--- src/rtl/core/ahfe_pkg.sv ---
// Shared types, constants and helpers of the ASCII hex frame encoder.
package ahfe_pkg;

    localparam int unsigned FIFO_DEPTH_DEFAULT = 4;
    localparam int unsigned HEX_BYTES = 5;

    typedef enum logic
    {
        MODE_HEADER = 1'b0,
        MODE_DATA   = 1'b1
    } mode_t;

    typedef enum logic
    {
        REG_POLL_TYPE = 1'b0,
        REG_USER_TYPE = 1'b1
    } reg_index_t;

    localparam logic [7:0] CHAR_ZERO = 8'h30;
    localparam logic [7:0] CHAR_A    = 8'h41;
    localparam logic [7:0] CHAR_CR   = 8'h0d;
    localparam logic [7:0] CHAR_LF   = 8'h0a;

    localparam logic [3:0] BODY_HEADER_USER  = 4'd11;
    localparam logic [3:0] BODY_HEADER_PLAIN = 4'd5;
    localparam logic [3:0] BODY_DATA_HEX     = 4'd2;
    localparam logic [3:0] BODY_NONE         = 4'd0;
    localparam logic [3:0] TAIL_LEN          = 4'd4;

    localparam logic [1:0] TAIL_SUM_HI = 2'd0;
    localparam logic [1:0] TAIL_SUM_LO = 2'd1;
    localparam logic [1:0] TAIL_CR     = 2'd2;
    localparam logic [1:0] TAIL_LF     = 2'd3;

    typedef struct packed
    {
        logic                            lead;
        logic [7:0]                      lead_char;
        logic [HEX_BYTES-1:0][7:0]       hex_bytes;
        logic [3:0]                      body_len;
        logic                            tail;
        logic [7:0]                      checksum;
    } cmd_t;

    function automatic logic [7:0] hex_char(input logic [3:0] nib);
        logic [7:0] c;
        if (nib > 4'd9)
        begin
            c = CHAR_A + {4'd0, nib} - 8'd10;
        end
        else
        begin
            c = CHAR_ZERO + {4'd0, nib};
        end
        return c;
    endfunction

endpackage

--- src/rtl/core/ascii_hex_frame_encoder.sv ---
// Top level of the ASCII hex frame encoder.
//
// Turns header and data items into ASCII hex frame characters, one per cycle
// on the output channel while out_ready is high. The front end takes one item
// per cycle as long as the command queue (FIFO_DEPTH entries) has room; the
// character sequencer behind it sets the throughput: a data byte of a user
// frame gives two characters, a frame tail four more, a header five (or eleven
// for a user message) plus the tail when no data follows. Items that emit
// nothing push no command. The output register is refilled in the same cycle
// its character is taken, so characters leave with no gap while out_ready is high.
module ascii_hex_frame_encoder
#(
    parameter int unsigned FIFO_DEPTH = ahfe_pkg::FIFO_DEPTH_DEFAULT
)
(
    input  logic        clk,
    input  logic        rst_n,
    input  logic        cfg_we,
    input  logic        cfg_index,
    input  logic [7:0]  cfg_data,
    input  logic        in_valid,
    output logic        in_ready,
    input  logic        mode,
    input  logic [7:0]  link_dest,
    input  logic [7:0]  link_src,
    input  logic [7:0]  msg_type,
    input  logic [7:0]  node_src,
    input  logic [7:0]  node_dest,
    input  logic [7:0]  data_len,
    input  logic [7:0]  data_byte,
    output logic        out_valid,
    input  logic        out_ready,
    output logic [7:0]  out_char,
    output logic        frame_end
);
    import ahfe_pkg::*;

    logic accept;
    logic push;
    logic pop;
    logic full;
    logic empty;
    cmd_t push_cmd;
    cmd_t head_cmd;

    assign in_ready = !full;
    assign accept   = in_valid && in_ready;

    ahfe_front u_front
    (
        .clk       (clk),
        .rst_n     (rst_n),
        .cfg_we    (cfg_we),
        .cfg_index (cfg_index),
        .cfg_data  (cfg_data),
        .accept    (accept),
        .mode      (mode),
        .link_dest (link_dest),
        .link_src  (link_src),
        .msg_type  (msg_type),
        .node_src  (node_src),
        .node_dest (node_dest),
        .data_len  (data_len),
        .data_byte (data_byte),
        .push      (push),
        .cmd       (push_cmd)
    );

    ahfe_fifo #(.DEPTH(FIFO_DEPTH)) u_fifo
    (
        .clk      (clk),
        .rst_n    (rst_n),
        .push     (push),
        .push_cmd (push_cmd),
        .pop      (pop),
        .full     (full),
        .empty    (empty),
        .head_cmd (head_cmd)
    );

    ahfe_back u_back
    (
        .clk       (clk),
        .rst_n     (rst_n),
        .empty     (empty),
        .head_cmd  (head_cmd),
        .pop       (pop),
        .out_valid (out_valid),
        .out_ready (out_ready),
        .out_char  (out_char),
        .frame_end (frame_end)
    );

endmodule

--- src/rtl/core/ahfe_front.sv ---
// Front end: accepts items, keeps frame state and issues character commands.
module ahfe_front
(
    input  logic               clk,
    input  logic               rst_n,
    input  logic               cfg_we,
    input  logic               cfg_index,
    input  logic [7:0]         cfg_data,
    input  logic               accept,
    input  logic               mode,
    input  logic [7:0]         link_dest,
    input  logic [7:0]         link_src,
    input  logic [7:0]         msg_type,
    input  logic [7:0]         node_src,
    input  logic [7:0]         node_dest,
    input  logic [7:0]         data_len,
    input  logic [7:0]         data_byte,
    output logic               push,
    output ahfe_pkg::cmd_t     cmd
);
    import ahfe_pkg::*;

    logic [7:0] poll_code_reg;
    logic [7:0] user_code_reg;
    logic [7:0] checksum_reg;
    logic [7:0] checksum_next;
    logic [7:0] pending_reg;
    logic [7:0] pending_next;
    logic       user_open_reg;
    logic       user_open_next;
    logic       sum_data_reg;
    logic       sum_data_next;

    logic       is_poll;
    logic       is_user;

    always_ff @(posedge clk or negedge rst_n)
    begin
        if (!rst_n)
        begin
            poll_code_reg <= 8'd0;
            user_code_reg <= 8'd1;
        end
        else if (cfg_we)
        begin
            unique case (reg_index_t'(cfg_index))
                REG_POLL_TYPE: poll_code_reg <= cfg_data;
                REG_USER_TYPE: user_code_reg <= cfg_data;
                default:       poll_code_reg <= poll_code_reg;
            endcase
        end
    end

    assign is_poll = (msg_type == poll_code_reg);
    assign is_user = (msg_type == user_code_reg);

    always_comb
    begin
        checksum_next  = checksum_reg;
        pending_next   = pending_reg;
        user_open_next = user_open_reg;
        sum_data_next  = sum_data_reg;
        push           = 1'b0;
        cmd.lead       = 1'b0;
        cmd.lead_char  = link_dest + CHAR_ZERO;
        cmd.hex_bytes  = {link_src, msg_type, node_src, node_dest, data_len};
        cmd.body_len   = BODY_NONE;
        cmd.tail       = 1'b0;
        cmd.checksum   = checksum_reg;

        if (accept)
        begin
            if (mode_t'(mode) == MODE_HEADER)
            begin
                if (is_poll)
                begin
                    checksum_next = link_dest + link_src;
                end
                else
                begin
                    checksum_next = link_dest + link_src + msg_type + node_src
                                  + node_dest + data_len;
                end
                sum_data_next  = !is_poll;
                user_open_next = is_user;
                pending_next   = (is_user || !is_poll) ? data_len : 8'd0;
                push           = 1'b1;
                cmd.lead       = 1'b1;
                cmd.body_len   = is_user ? BODY_HEADER_USER : BODY_HEADER_PLAIN;
            end
            else if (pending_reg != 8'd0)
            begin
                if (sum_data_reg)
                begin
                    checksum_next = checksum_reg + data_byte;
                end
                pending_next  = pending_reg - 8'd1;
                cmd.hex_bytes = {data_byte, data_byte, data_byte, data_byte, data_byte};
                cmd.body_len  = user_open_reg ? BODY_DATA_HEX : BODY_NONE;
                push          = user_open_reg || (pending_next == 8'd0);
            end

            cmd.checksum = checksum_next;
            if (pending_next == 8'd0 && push)
            begin
                cmd.tail       = 1'b1;
                user_open_next = 1'b0;
                sum_data_next  = 1'b0;
            end
        end
    end

    always_ff @(posedge clk or negedge rst_n)
    begin
        if (!rst_n)
        begin
            checksum_reg  <= 8'd0;
            pending_reg   <= 8'd0;
            user_open_reg <= 1'b0;
            sum_data_reg  <= 1'b0;
        end
        else
        begin
            checksum_reg  <= checksum_next;
            pending_reg   <= pending_next;
            user_open_reg <= user_open_next;
            sum_data_reg  <= sum_data_next;
        end
    end

endmodule

--- src/rtl/core/ahfe_fifo.sv ---
// Command queue between the front end and the character sequencer.
module ahfe_fifo
#(
    parameter int unsigned DEPTH = ahfe_pkg::FIFO_DEPTH_DEFAULT
)
(
    input  logic               clk,
    input  logic               rst_n,
    input  logic               push,
    input  ahfe_pkg::cmd_t     push_cmd,
    input  logic               pop,
    output logic               full,
    output logic               empty,
    output ahfe_pkg::cmd_t     head_cmd
);
    import ahfe_pkg::*;

    localparam int unsigned PTR_W = (DEPTH > 1) ? $clog2(DEPTH) : 1;
    localparam int unsigned CNT_W = $clog2(DEPTH + 1);

    cmd_t             cmd_reg [DEPTH];
    logic [PTR_W-1:0] wr_ptr_reg;
    logic [PTR_W-1:0] rd_ptr_reg;
    logic [CNT_W-1:0] count_reg;
    logic             do_push;
    logic             do_pop;

    assign full     = (count_reg == CNT_W'(DEPTH));
    assign empty    = (count_reg == '0);
    assign do_push  = push && !full;
    assign do_pop   = pop && !empty;
    assign head_cmd = cmd_reg[rd_ptr_reg];

    always_ff @(posedge clk)
    begin
        if (do_push)
        begin
            cmd_reg[wr_ptr_reg] <= push_cmd;
        end
    end

    always_ff @(posedge clk or negedge rst_n)
    begin
        if (!rst_n)
        begin
            wr_ptr_reg <= '0;
            rd_ptr_reg <= '0;
            count_reg  <= '0;
        end
        else
        begin
            if (do_push)
            begin
                wr_ptr_reg <= (wr_ptr_reg == PTR_W'(DEPTH - 1)) ? '0 : wr_ptr_reg + 1'b1;
            end
            if (do_pop)
            begin
                rd_ptr_reg <= (rd_ptr_reg == PTR_W'(DEPTH - 1)) ? '0 : rd_ptr_reg + 1'b1;
            end
            if (do_push && !do_pop)
            begin
                count_reg <= count_reg + 1'b1;
            end
            else if (do_pop && !do_push)
            begin
                count_reg <= count_reg - 1'b1;
            end
        end
    end

endmodule

--- src/rtl/core/ahfe_back.sv ---
// Back end: steps through each command and emits one character per cycle while out_ready is high.
module ahfe_back
(
    input  logic               clk,
    input  logic               rst_n,
    input  logic               empty,
    input  ahfe_pkg::cmd_t     head_cmd,
    output logic               pop,
    output logic               out_valid,
    input  logic               out_ready,
    output logic [7:0]         out_char,
    output logic               frame_end
);
    import ahfe_pkg::*;

    logic [3:0] step_reg;
    logic [3:0] step_next;
    logic       out_valid_reg;
    logic [7:0] out_char_reg;
    logic       frame_end_reg;

    logic       advance;
    logic [3:0] total;
    logic       last;
    logic       in_body;
    logic [3:0] hex_pos;
    logic [7:0] sel_byte;
    logic [1:0] tail_pos;
    logic [7:0] char_next;
    logic       end_next;

    assign advance = !out_valid_reg || out_ready;
    assign total   = head_cmd.body_len + (head_cmd.tail ? TAIL_LEN : BODY_NONE);
    assign last    = (step_reg == total - 4'd1);
    assign in_body = (step_reg < head_cmd.body_len);
    assign hex_pos = step_reg - {3'd0, head_cmd.lead};
    assign tail_pos = 2'(step_reg - head_cmd.body_len);
    assign pop     = advance && !empty && last;

    always_comb
    begin
        case (hex_pos[3:1])
            3'd0:    sel_byte = head_cmd.hex_bytes[4];
            3'd1:    sel_byte = head_cmd.hex_bytes[3];
            3'd2:    sel_byte = head_cmd.hex_bytes[2];
            3'd3:    sel_byte = head_cmd.hex_bytes[1];
            3'd4:    sel_byte = head_cmd.hex_bytes[0];
            default: sel_byte = 8'd0;
        endcase
    end

    always_comb
    begin
        end_next = 1'b0;
        if (in_body)
        begin
            if (head_cmd.lead && step_reg == 4'd0)
            begin
                char_next = head_cmd.lead_char;
            end
            else
            begin
                char_next = hex_pos[0] ? hex_char(sel_byte[3:0]) : hex_char(sel_byte[7:4]);
            end
        end
        else
        begin
            unique case (tail_pos)
                TAIL_SUM_HI: char_next = hex_char(head_cmd.checksum[7:4]);
                TAIL_SUM_LO: char_next = hex_char(head_cmd.checksum[3:0]);
                TAIL_CR:     char_next = CHAR_CR;
                TAIL_LF:
                begin
                    char_next = CHAR_LF;
                    end_next  = 1'b1;
                end
                default:     char_next = CHAR_LF;
            endcase
        end
    end

    always_comb
    begin
        step_next = step_reg;
        if (advance && !empty)
        begin
            step_next = last ? 4'd0 : step_reg + 4'd1;
        end
    end

    always_ff @(posedge clk or negedge rst_n)
    begin
        if (!rst_n)
        begin
            step_reg      <= 4'd0;
            out_valid_reg <= 1'b0;
        end
        else
        begin
            step_reg <= step_next;
            if (advance)
            begin
                out_valid_reg <= !empty;
            end
        end
    end

    always_ff @(posedge clk)
    begin
        if (advance && !empty)
        begin
            out_char_reg  <= char_next;
            frame_end_reg <= end_next;
        end
    end

    assign out_valid = out_valid_reg;
    assign out_char  = out_char_reg;
    assign frame_end = frame_end_reg;

endmodule

--- config.mk ---
export PLATFORM = sky130hd
export DESIGN_NAME = ascii_hex_frame_encoder
export DESIGN_NICKNAME = d
export VERILOG_FILES = /design/src/rtl/core/ahfe_pkg.sv /design/src/rtl/core/ascii_hex_frame_encoder.sv /design/src/rtl/core/ahfe_front.sv /design/src/rtl/core/ahfe_fifo.sv /design/src/rtl/core/ahfe_back.sv
export SDC_FILE = /design/constraint.sdc
export NUM_CORES = 1
export LEC_CHECK = 0
export ABC_AREA = 0
export BUFFER_PORTS_ARGS = -buffer_cell sky130_fd_sc_hd__clkbuf_2
export CORE_MARGIN = 2
export CORE_UTILIZATION = 55
export DETAILED_ROUTE_END_ITERATION = 8
export HOLD_SLACK_MARGIN = 0.03
export PLACE_DENSITY_LB_ADDON = 0.08
export SLEW_MARGIN = 5
export SYNTH_ARGS = -nofsm -noshare
export SYNTH_HDL_FRONTEND = slang
export SYNTH_SLANG_ARGS = --single-unit
--- constraint.sdc ---
create_clock -name clk -period 4.3 [get_ports clk]
set_input_delay 0.215 -clock clk [delete_from_list [all_inputs] [get_ports clk]]
set_output_delay 0.215 -clock clk [all_outputs]
set_load 0.01 [all_outputs]
==> reports/results.ini, run 1 <==
[clock_network]
clock_sinks = 299
clk_pin_slew_ns = 0.06
h-tree-depth = 1
root_buffer = clkbuf_16
cts_tree = yes
clkLatencyLatePin_ns = 0.56
cts_buffer_depth = 3
cts_buffers = 31

[route]
antenna_left = 0
route.detailed.drc = 2
dr.pass1.iters = 7
vias_per_cell = 5.93
wl_per_cell_um = 22.8
finalWirelength_mm = 35.5
highest_layer = met4
via_count = 9239
drt_iter0_drc = 776
wl_met3_mm = 2.36
met1_length_mm = 15.2
met2WireLength_mm = 16.9

[critical_path]
slowest_stage = or4b_2
cp_max_fo = 6
critPathTopFamily = adder cells
endpoint_kind = register
crit_required_ns = 4.55
path_cells = dlygate4sd3_1 -> clkbuf_2 -> fa_1 -> inv_1 -> fa_1 -> inv_1 -> ha_1 -> fa_1 -> a21o_1 -> a21oi_2 -> o21bai_1 -> a21oi_1 -> xnor2_1 -> or4b_2 -> nand4_1 -> a211oi_1
crit_top_cell = fa_1
arrival_ns = 4.42
worstSetupStartpointType = input pin
max_stage_delay_ns = 0.61
crit_buf_inv = 4
reg2reg_depth = 13
cp.depth = 16
path_class = in2reg

[logic_synthesis]
synthTopCellsByArea = edfxtp_1, mux4_2, dfrtp_1
synthFlopType = edfxtp_1
seq_area_frac_synth_pct = 59.5
yosys.area.top_type_share_pct = 51.7
synth_edf_count = 253
synthCells = 1044
synth_area_per_cell_um2 = 14.1
synth_nets = 1187
synth_area_leader_cell = edfxtp_1
async_flop_share_pct = 15.4
synth_seq_cells = 299
yosys_warnings = 0
synth_cell_types = 72
syn_area_mm2 = 0.0147

[floorplan]
coreArea_mm2 = 0.0261
rows = 59
die-area_mm2 = 0.0281
die_w_um = 168
io_pins = 82
start_util_pct = 56.3
die_h_um = 168

[outcome]
status = complete, but fails checks
violations = design-rule violations

[sta]
whs_ns = 0.0498
period_share_pct = 97.0
setup_viol = 0
fin_skew_ns = 0.0209
setup_ws_ns = 0.127
fin_crit_ns = 4.17
worstMarginPinSlew_ns = 0.903
setup_tns_ns = 0
finalHoldViolCount = 0
fmax_mhz = 240
max_slew_margin_pct = 39.3
slew_violations = 0

[final_layout]
syn_to_final_growth_pct = 16.6
largest_register_ffs = 244
finalNetCount = 1343
fin_area_mm2 = 0.0171
stdcell_count = 1559
fin_util_pct = 65.6
n_antenna_cell = 0
drive_gt1_share_pct = 23.5
fill_cells = 1985

[grt]
grt_antenna_before_repair = 0
grt_pass1_wl_mm = 54.9
grt_pass1_vias = 9457
overflow = 0
grt_use_total_pct = 26.1
grt_max_degree = 47

[power]
clock_power_share_pct = 22.7
ir_worst_vdd_mv = 0.318
p_comb_share_pct = 42.8
powerDensity_mw_per_mm2 = 691
p_switching_mw = 4.25
sequentialPowerShare_pct = 34.6
internal-power_mw = 7.59
power.total_mw = 11.8
p_sw_share_pct = 35.9
p_leak_nw = 6.60

[hold_path]
hold_depth = 2
holdCritPathClass = in2reg

[place]
hpwl_mm = 25.9
place_congestion = 0.903
place_inst = 1481
pre_cts_slack_ns = -0.400
post_dp_cell_area_mm2 = 0.0159
portBuffers = 81

[run]
maxCapViolCount = 0

## placed cells by master (no fill, tap or decap), types with 9 or more instances in the layout
cell and n:
a21o_1 9, a21oi_1 36, a22oi_1 11, buf_4 52, clkbuf_16 31, clkbuf_2 81, clkinv_1 9, dfrtp_1 43
dlygate4sd3_1 17, edfxtp_1 253, fa_1 25, ha_1 47, inv_1 85, mux2_2 18, mux4_2 60, nand2_1 103
nor2_1 37, nor2b_1 9, nor3_1 10, o21ai_0 68, o22ai_1 10, xnor2_1 24, xor2_1 30
## area by class of cell
| type | count | area (um2) | share of cell area [%] |
|---|---|---|---|
| clock buffer | 35 | 801 | 4.67 |
| clock inverter | 22 | 221 | 1.29 |
| inverter | 87 | 327 | 1.90 |
| multi-input combinational | 625 | 5540 | 32.3 |
| sequential | 299 | 8750 | 51.1 |
| tap | 335 | 419 | 2.44 |
| timing repair buffer | 156 | 1090 | 6.33 |
## power by group through the flow
stage,combinational (mW),clock [mW],sequential (mW)
4_1_cts,5.03,2.72,4.09
2_1_floorplan,3.57,0,4.09
6_report,5.06,2.68,4.09
5_1_grt,5.58,2.84,4.14
3_5_place_dp,5.00,0,4.15
3_3_place_gp,4.95,0,4.13
## final timing paths
| check | slack (ns) | startpoint | endpoint |
|---|---|---|---|
| worst max-delay path | 0.13 | link_dest[1] | u_fifo.cmd_reg[1][7]$_DFFE_PP_ |
| worst min-delay path | 0.05 | link_dest[4] | u_fifo.cmd_reg[1][57]$_DFFE_PP_ |
| worst max register to register | 0.20 | u_fifo.rd_ptr_reg[0]$_DFFE_PN0P_ | u_back.out_char[4]$_DFFE_PP_ |
| worst min register to register | 0.49 | u_fifo.count_reg[2]$_DFFE_PN0P_ | u_fifo.count_reg[2]$_DFFE_PN0P_ |
| max in group asynchronous | 3.49 | rst_n | u_front.poll_code_reg[4]$_DFFE_PN0P_ |
| min in group asynchronous | 0.29 | rst_n | u_fifo.rd_ptr_reg[0]$_DFFE_PN0P_ |
## cells in the mapped netlist, types with 7 or more instances
library cell / number
edfxtp_1: 253
nand2_1: 103
inv_1: 85
o21ai_0: 68
mux4_2: 60
ha_1: 47
dfrtp_1: 45
a21oi_1: 39
nor2_1: 37
xor2_1: 30
fa_1: 25
xnor2_1: 25
mux2_2: 18
clkbuf_1: 17
a22oi_1: 11
nor3_1: 11
o22ai_1: 10
a21o_1: 9
nor2b_1: 9
mux2i_1: 8
and2_1: 7
and3_1: 7
nand2b_1: 7
o21bai_1: 7
## cell families after synthesis
family | Yosys count | share of synthesized area, %
compound gates | 193 | 8.17
fa+ha+maj | 72 | 7.40
flops | 299 | 59.5
xor+xnor | 55 | 3.28
simple gates | 218 | 7.18
buf+inv | 120 | 3.29
mux | 87 | 11.2
## timing repair
item / in CTS / in global routing
endpoints found under the setup margin: 0 / 10
resized for setup: 0 / 5
setup buffers: 0 / 4
hold buffers: 17 / 0
endpoints found under the hold margin: 87 / 0
## routing by layer
metal  track usage (%)  vias up
li1                  -     4222
met1              37.0     4651
met2              42.3      306
met3              4.37       60
met4              7.75        0
met5                 0        -
## worst reg2reg max path: cells and delay by family, from the launching register on
family                   cells  cell delay (ns)
AO/OA/AOI/OAI                5             0.94
buffers and inverters        1             0.18
multiplexers                 1             0.56
AND/OR/NAND/NOR              4             1.24
adder cells (fa/ha/maj)      2             0.53
flip-flops                   1             0.42
Power figures use the tool's default switching activity.
==> run 2, diff against run 1 <==
--- a/config.mk
+++ b/config.mk
@@ -8,11 +8,12 @@
 export ABC_AREA = 0
 export BUFFER_PORTS_ARGS = -buffer_cell sky130_fd_sc_hd__clkbuf_2
 export CORE_MARGIN = 2
-export CORE_UTILIZATION = 55
+export CORE_UTILIZATION = 56
 export DETAILED_ROUTE_END_ITERATION = 8
 export HOLD_SLACK_MARGIN = 0.03
 export PLACE_DENSITY_LB_ADDON = 0.08
 export SLEW_MARGIN = 5
 export SYNTH_ARGS = -nofsm -noshare
 export SYNTH_HDL_FRONTEND = slang
+export SYNTH_HIERARCHICAL = 1
 export SYNTH_SLANG_ARGS = --single-unit
==> reports/results.ini, run 2 <==
[route]
route.detailed.drc = 0  ; -2
wl_per_cell_um = 22.9  ; +0.72%
finalWirelength_mm = 35.7  ; +0.53%
via_count = 9316  ; +0.83%
dr.pass1.iters = 6  ; -1
drt_iter0_drc = 836  ; +7.7%
vias_per_cell = 5.99  ; +1.0%
antenna_left = 0  ; unchanged

[sta]
slew_violations = 0  ; unchanged
fmax_mhz = 243  ; +1.4%
max_slew_margin_pct = 26.1  ; -13 points
rsz0062_at_grt = no
fin_crit_ns = 4.11  ; -0.0595 ns
period_share_pct = 95.7  ; -1.4 points
finalHoldViolCount = 0  ; unchanged
setup_tns_ns = 0  ; unchanged
setup_viol = 0  ; unchanged
fin_skew_ns = 0.0144  ; -0.00654 ns
worstMarginPinSlew_ns = 1.10  ; +0.201 ns

[final_layout]
syn_to_final_growth_pct = 15.3
finalNetCount = 1333  ; -0.74%
largest_register_ffs = 248  ; +1.6%
n_antenna_cell = 0  ; unchanged
final_common_cell = edfxtp_1
multi_input_area_mm2 = 0.00569  ; +2.7%
drive_gt1_share_pct = 24.2  ; +0.67 points
seqCellArea_mm2 = 0.00887  ; +1.4%
layout_common_cells = edfxtp_1, inv_1, nand2_1
fill_cells = 1982  ; -0.15%

[logic_synthesis]
synth_cell_types = 79  ; +9.7%
synthFlopType = edfxtp_1
synth_edf_count = 257  ; +1.6%
async_flop_share_pct = 15.2  ; -0.20 points
yosys_warnings = 6  ; +6
yosysMostFrequentCell = edfxtp_1
yosys.area.top_type_share_pct = 51.0  ; -0.67 points
yosys-top-cells-count = edfxtp_1, inv_1, nand2_1, mux4_2, o21ai_0
synth_seq_cells = 303  ; +1.3%
synth_area_leader_cell = edfxtp_1
synth_nets = 1205  ; +1.5%
synthTopCellsByArea = edfxtp_1, mux4_2, dfrtp_1
seq_area_frac_synth_pct = 58.6  ; -0.89 points
synthCells = 1061  ; +1.6%
synth_area_per_cell_um2 = 14.3  ; +1.3%
syn_area_mm2 = 0.0151  ; +2.9%

[power]
powerDensity_mw_per_mm2 = 712  ; +3.1%
ir_worst_vdd_mv = 0.409  ; +28%
p_leak_nw = 6.73  ; +2.0%
power.total_mw = 12.4  ; +5.0%

[run]
maxCapViolCount = 0  ; unchanged

[grt]
grt_use_total_pct = 26.2  ; +0.051 points
overflow = 0  ; unchanged
grt_pass1_vias = 9379  ; -0.82%
grt_antenna_before_repair = 1  ; +1
grt_max_degree = 64  ; +36%
grt_pass1_wl_mm = 55.3  ; +0.69%

[place]
portBuffers = 81  ; unchanged
hpwl_mm = 25.8  ; -0.55%
place_congestion = 0.914  ; +1.2%

[clock_network]
h-tree-depth = 2  ; +1
cts_tree = yes
post_cts_buffers = 0  ; unchanged
root_buffer = clkbuf_16
clock_sinks = 303  ; +1.3%
cts_buffers = 34  ; +9.7%
cts_buffer_depth = 3  ; unchanged
clk_pin_slew_ns = 0.06  ; about the same
clkLatencyLatePin_ns = 0.51  ; -0.05 ns

[critical_path]
path_class = in2reg
arrival_ns = 4.33  ; -0.09 ns
crit_required_ns = 4.51  ; -0.04 ns
endpoint_kind = register
cp_max_fo = 5  ; -1
worstSetupStartpointType = input pin

[floorplan]
start_util_pct = 56.6  ; +0.36 points
rows = 60  ; +1.7%
die-area_mm2 = 0.0284  ; +1.1%
io_pins = 82  ; unchanged
die_h_um = 168  ; +0.53%
die_w_um = 168  ; +0.53%
coreArea_mm2 = 0.0267  ; +2.3%

[hold_path]
holdCritPathClass = in2reg

[outcome]
status = finished, final reports clean

[run 2: cell types whose count changed after synthesis, sizes merged, moves of 7 or more]
cell	previous run	this run
mux2	19	26
a22oi	11	2
o21ai	72	52
nor2	37	45
mux2i	8	20
o22ai	10	19
buf	16	26
inv	86	96
xnor2	25	32
nand2	103	84
xor2	30	21
[run 2: repair_timing]
item / 4_1_cts / 5_1_grt
resized for setup: 0 / 9
setup endpoints to repair: 0 / 11
hold buffers: 11 / 0
hold endpoints to repair: 28 / 0
[run 2: power by group]
group | total (mW) | switching (mW) | internal, mW
sequential | 4.17 | 0.285 | 3.88
clock | 2.92 | 1.12 | 1.80
combinational | 5.34 | 2.98 | 2.36
total | 12.4 | 4.38 | 8.04
[run 2: logic make-up after synthesis]
kind of cell    share of synthesized area, %
mux                                     12.6
compound gates                          7.42
fa+ha+maj                               7.27
xor+xnor                                3.12
buf+inv                                 4.12
simple gates                            6.92
flops                                   58.6
[run 2: worst paths after layout]
check	start	endpoint	cells after the start	slack [ns]
worst max-delay path	link_dest[0]	u_fifo/cmd_reg[3][7]$_DFFE_PP_	17	0.19
worst min-delay path	link_dest[3]	u_fifo/cmd_reg[0][56]$_DFFE_PP_	1	0.04
worst max register to register	u_fifo/rd_ptr_reg[0]$_DFFE_PN0P_	u_back/out_char[3]$_DFFE_PP_	14	0.27
worst min register to register	u_back/out_valid$_DFFE_PN0N_	u_back/out_valid$_DFFE_PN0N_	2	0.52
max in group asynchronous	rst_n	u_front/user_code_reg[0]$_DFFE_PN1P_	3	3.29
min in group asynchronous	rst_n	u_back/step_reg[1]$_DFFE_PN0P_	2	0.15
[run 2: area by class of cell]
| class | count | share of cell area (%) |
|---|---|---|
| clock buffer | 47 | 5.69 |
| inverter | 96 | 2.06 |
| sequential | 303 | 50.8 |
| timing repair buffer | 134 | 5.48 |
| tap | 341 | 2.44 |
| multi-input combinational | 620 | 32.6 |
| clock inverter | 15 | 0.903 |
[run 2: per-stage QoR]
step | std cells | setup WS (ns) | utilization (%) | hold slack (ns) | instance area [um2]
after floorplan | 1061 | 0.0908 | - | -0.0806 | 15100
after global placement | 1483 | -0.122 | 60.4 | 0.145 | 16200
after detailed placement | 1483 | -0.192 | 60.4 | 0.152 | 16200
after CTS | 1556 | 0.0320 | 65.2 | 0.0303 | 17400
after global routing | 1556 | 0.000425 | 65.3 | 0.0370 | 17500
final | 1556 | 0.187 | 65.3 | 0.0372 | 17500
[run 2: worst max-delay path, stage by stage]
cell	delay [ns]
dlygate4sd3_1	0.53
clkbuf_2	0.19
ha_1	0.27
fa_1	0.41
a21o_1	0.21
a21oi_2	0.18
o21bai_1	0.09
a21oi_1	0.18
xor2_1	0.31
fa_1	0.44
inv_1	0.07
ha_1	0.25
a21oi_2	0.16
xnor2_1	0.14
or4bb_1	0.49
nand4_1	0.12
a211oi_2	0.08
[run 2: per-layer routing]
layer	track usage (%)	part of all wire [%]	up-vias
met5	0	0.031	-
met4	8.43	3.1	2
met3	4.23	7.0	71
met2	41.9	48	347
met1	37.3	42	4672
li1	-	-	4224
==> run 3, diff against run 2 <==
==> constraint.sdc (replaced) <==
create_clock -name clk -period 4.3 [get_ports clk]
set_input_delay 0.43 -clock clk [delete_from_list [all_inputs] [get_ports clk]]
set_output_delay 0.43 -clock clk [all_outputs]
set_load 0.01 [all_outputs]
==> reports/results.ini, run 3 (same netlist as run 2, synthesis figures left out) <==
[outcome]
status = finished, final reports clean

[floorplan]
coreArea_mm2 = 0.0267  ; unchanged
die-area_mm2 = 0.0284  ; unchanged
die_w_um = 168  ; unchanged
io_pins = 82  ; unchanged
die_h_um = 168  ; unchanged
rows = 60  ; unchanged
start_util_pct = 56.6  ; unchanged

[route]
route.detailed.drc = 0  ; unchanged
via_count = 9312  ; -0.043%
antenna_left = 0  ; unchanged
dr.pass1.iters = 5  ; -1
wl_per_cell_um = 22.8  ; -0.57%
drt_iter0_drc = 716  ; -14%
finalWirelength_mm = 35.6  ; -0.19%
vias_per_cell = 5.96  ; -0.43%

[sta]
rsz0062_at_grt = no
worstMarginPinSlew_ns = 0.903  ; -0.201 ns
whs_ns = 0.0276  ; -0.00965 ns
setup_viol = 0  ; unchanged
max_slew_margin_pct = 39.2  ; +13 points
fmax_mhz = 244  ; +0.41%
fin_skew_ns = 0.0166  ; +0.00218 ns
period_share_pct = 95.3  ; -0.39 points
slew_violations = 0  ; unchanged
setup_ws_ns = 0.204  ; +0.0168 ns
finalHoldViolCount = 0  ; unchanged
setup_tns_ns = 0  ; unchanged
fin_crit_ns = 4.10  ; -0.0168 ns

[power]
powerDensity_mw_per_mm2 = 716  ; +0.51%
p_leak_nw = 6.78  ; +0.71%
power.total_mw = 12.5  ; +0.69%
ir_worst_vdd_mv = 0.344  ; -16%

[final_layout]
syn_to_final_growth_pct = 15.5
final_common_cell = edfxtp_1
stdcell_count = 1562  ; +0.39%
fill_cells = 1978  ; -0.20%
fin_area_mm2 = 0.0175  ; +0.18%
finalNetCount = 1338  ; +0.38%
fin_util_pct = 65.4  ; +0.12 points
layout_common_cells = edfxtp_1, inv_1, nand2_1
drive_gt1_share_pct = 24.9  ; +0.72 points
seqCellArea_mm2 = 0.00887  ; unchanged
largest_register_ffs = 248  ; unchanged
multi_input_area_mm2 = 0.00568  ; about the same

[grt]
grt_use_total_pct = 26.0  ; -0.16 points
grt_pass1_wl_mm = 55.3  ; about the same
grt_antenna_before_repair = 0  ; -1
grt_pass1_vias = 9552  ; +1.8%
overflow = 0  ; unchanged
grt_max_degree = 64  ; unchanged

[place]
place_congestion = 0.916  ; +0.23%
place_inst = 1499  ; +1.1%
portBuffers = 81  ; unchanged
post_dp_cell_area_mm2 = 0.0163  ; +0.90%
pre_cts_slack_ns = -0.375  ; -0.183 ns
hpwl_mm = 25.9  ; +0.30%

[run]
maxCapViolCount = 0  ; unchanged

[clock_network]
clkLatencyLatePin_ns = 0.51  ; about the same
cts_buffer_depth = 3  ; unchanged
post_cts_buffers = 0  ; unchanged
cts_tree = yes
h-tree-depth = 2  ; unchanged
clk_pin_slew_ns = 0.06  ; about the same
cts_buffers = 34  ; unchanged
root_buffer = clkbuf_16
clock_sinks = 303  ; unchanged

[critical_path]
endpoint_kind = register
arrival_ns = 4.31  ; -0.02 ns
path_class = in2reg
crit_required_ns = 4.51  ; about the same
worstSetupStartpointType = input pin
cp_max_fo = 5  ; unchanged

[hold_path]
holdCritPathClass = in2async

run 3: layout make-up:
cell class / count / area share, %
sequential: 303 / 50.8
timing repair buffer: 139 / 5.67
tap: 341 / 2.44
antenna: 1 / 0.0143
multi-input combinational: 620 / 32.5
clock inverter: 18 / 1.07
inverter: 96 / 2.06
clock buffer: 44 / 5.50
run 3: worst paths after layout:
kind                            depth (start not counted)                        startpoint  slack [ns]                                   end
worst max-delay path                                   15                       msg_type[1]        0.20        u_fifo/cmd_reg[2][7]$_DFFE_PP_
worst min-delay path                                    2                             rst_n        0.03        u_back/step_reg[1]$_DFFE_PN0P_
worst max register to register                         15  u_fifo/rd_ptr_reg[0]$_DFFE_PN0P_        0.29          u_back/out_char[1]$_DFFE_PP_
worst min register to register                          2      u_back/out_valid$_DFFE_PN0N_        0.51          u_back/out_valid$_DFFE_PN0N_
max in group asynchronous                               2                             rst_n        3.75      u_fifo/rd_ptr_reg[0]$_DFFE_PN0P_
min in group clk                                        2                       cfg_data[1]        0.17  u_front/poll_code_reg[1]$_DFFE_PN0P_
run 3: repair_timing:
action                                  CTS  global route
hold buffers                              0             0
endpoints found under the setup margin    0            10
gates resized for setup                   0             6
run 3: where the power goes:
group	total (mW)	internal, mW	switching [mW]
Combinational	5.41	2.40	3.02
Clock	2.93	1.82	1.11
Sequential	4.17	3.88	0.287
Total	12.5	8.10	4.42
run 3: layer usage:
layer | vias up | wire [um] | global-route usage, %
met3 | 77 | 2120 | 3.81
met5 | - | 0 | 0
met1 | 4676 | 15100 | 36.0
li1 | 4238 | - | -
met2 | 321 | 17100 | 42.8
met4 | 0 | 1270 | 9.03
run 3: critical path, cell delays in order:
cell and delay, ns:
clkbuf_2 0.10, inv_1 0.07, fa_1 0.58, fa_1 0.45
fa_1 0.55, inv_1 0.05, ha_1 0.22, fa_1 0.40
a211oi_2 0.29, o21bai_1 0.11, a21oi_1 0.19, xnor2_1 0.16
or4_1 0.50, nand4_1 0.13, a211oi_2 0.08
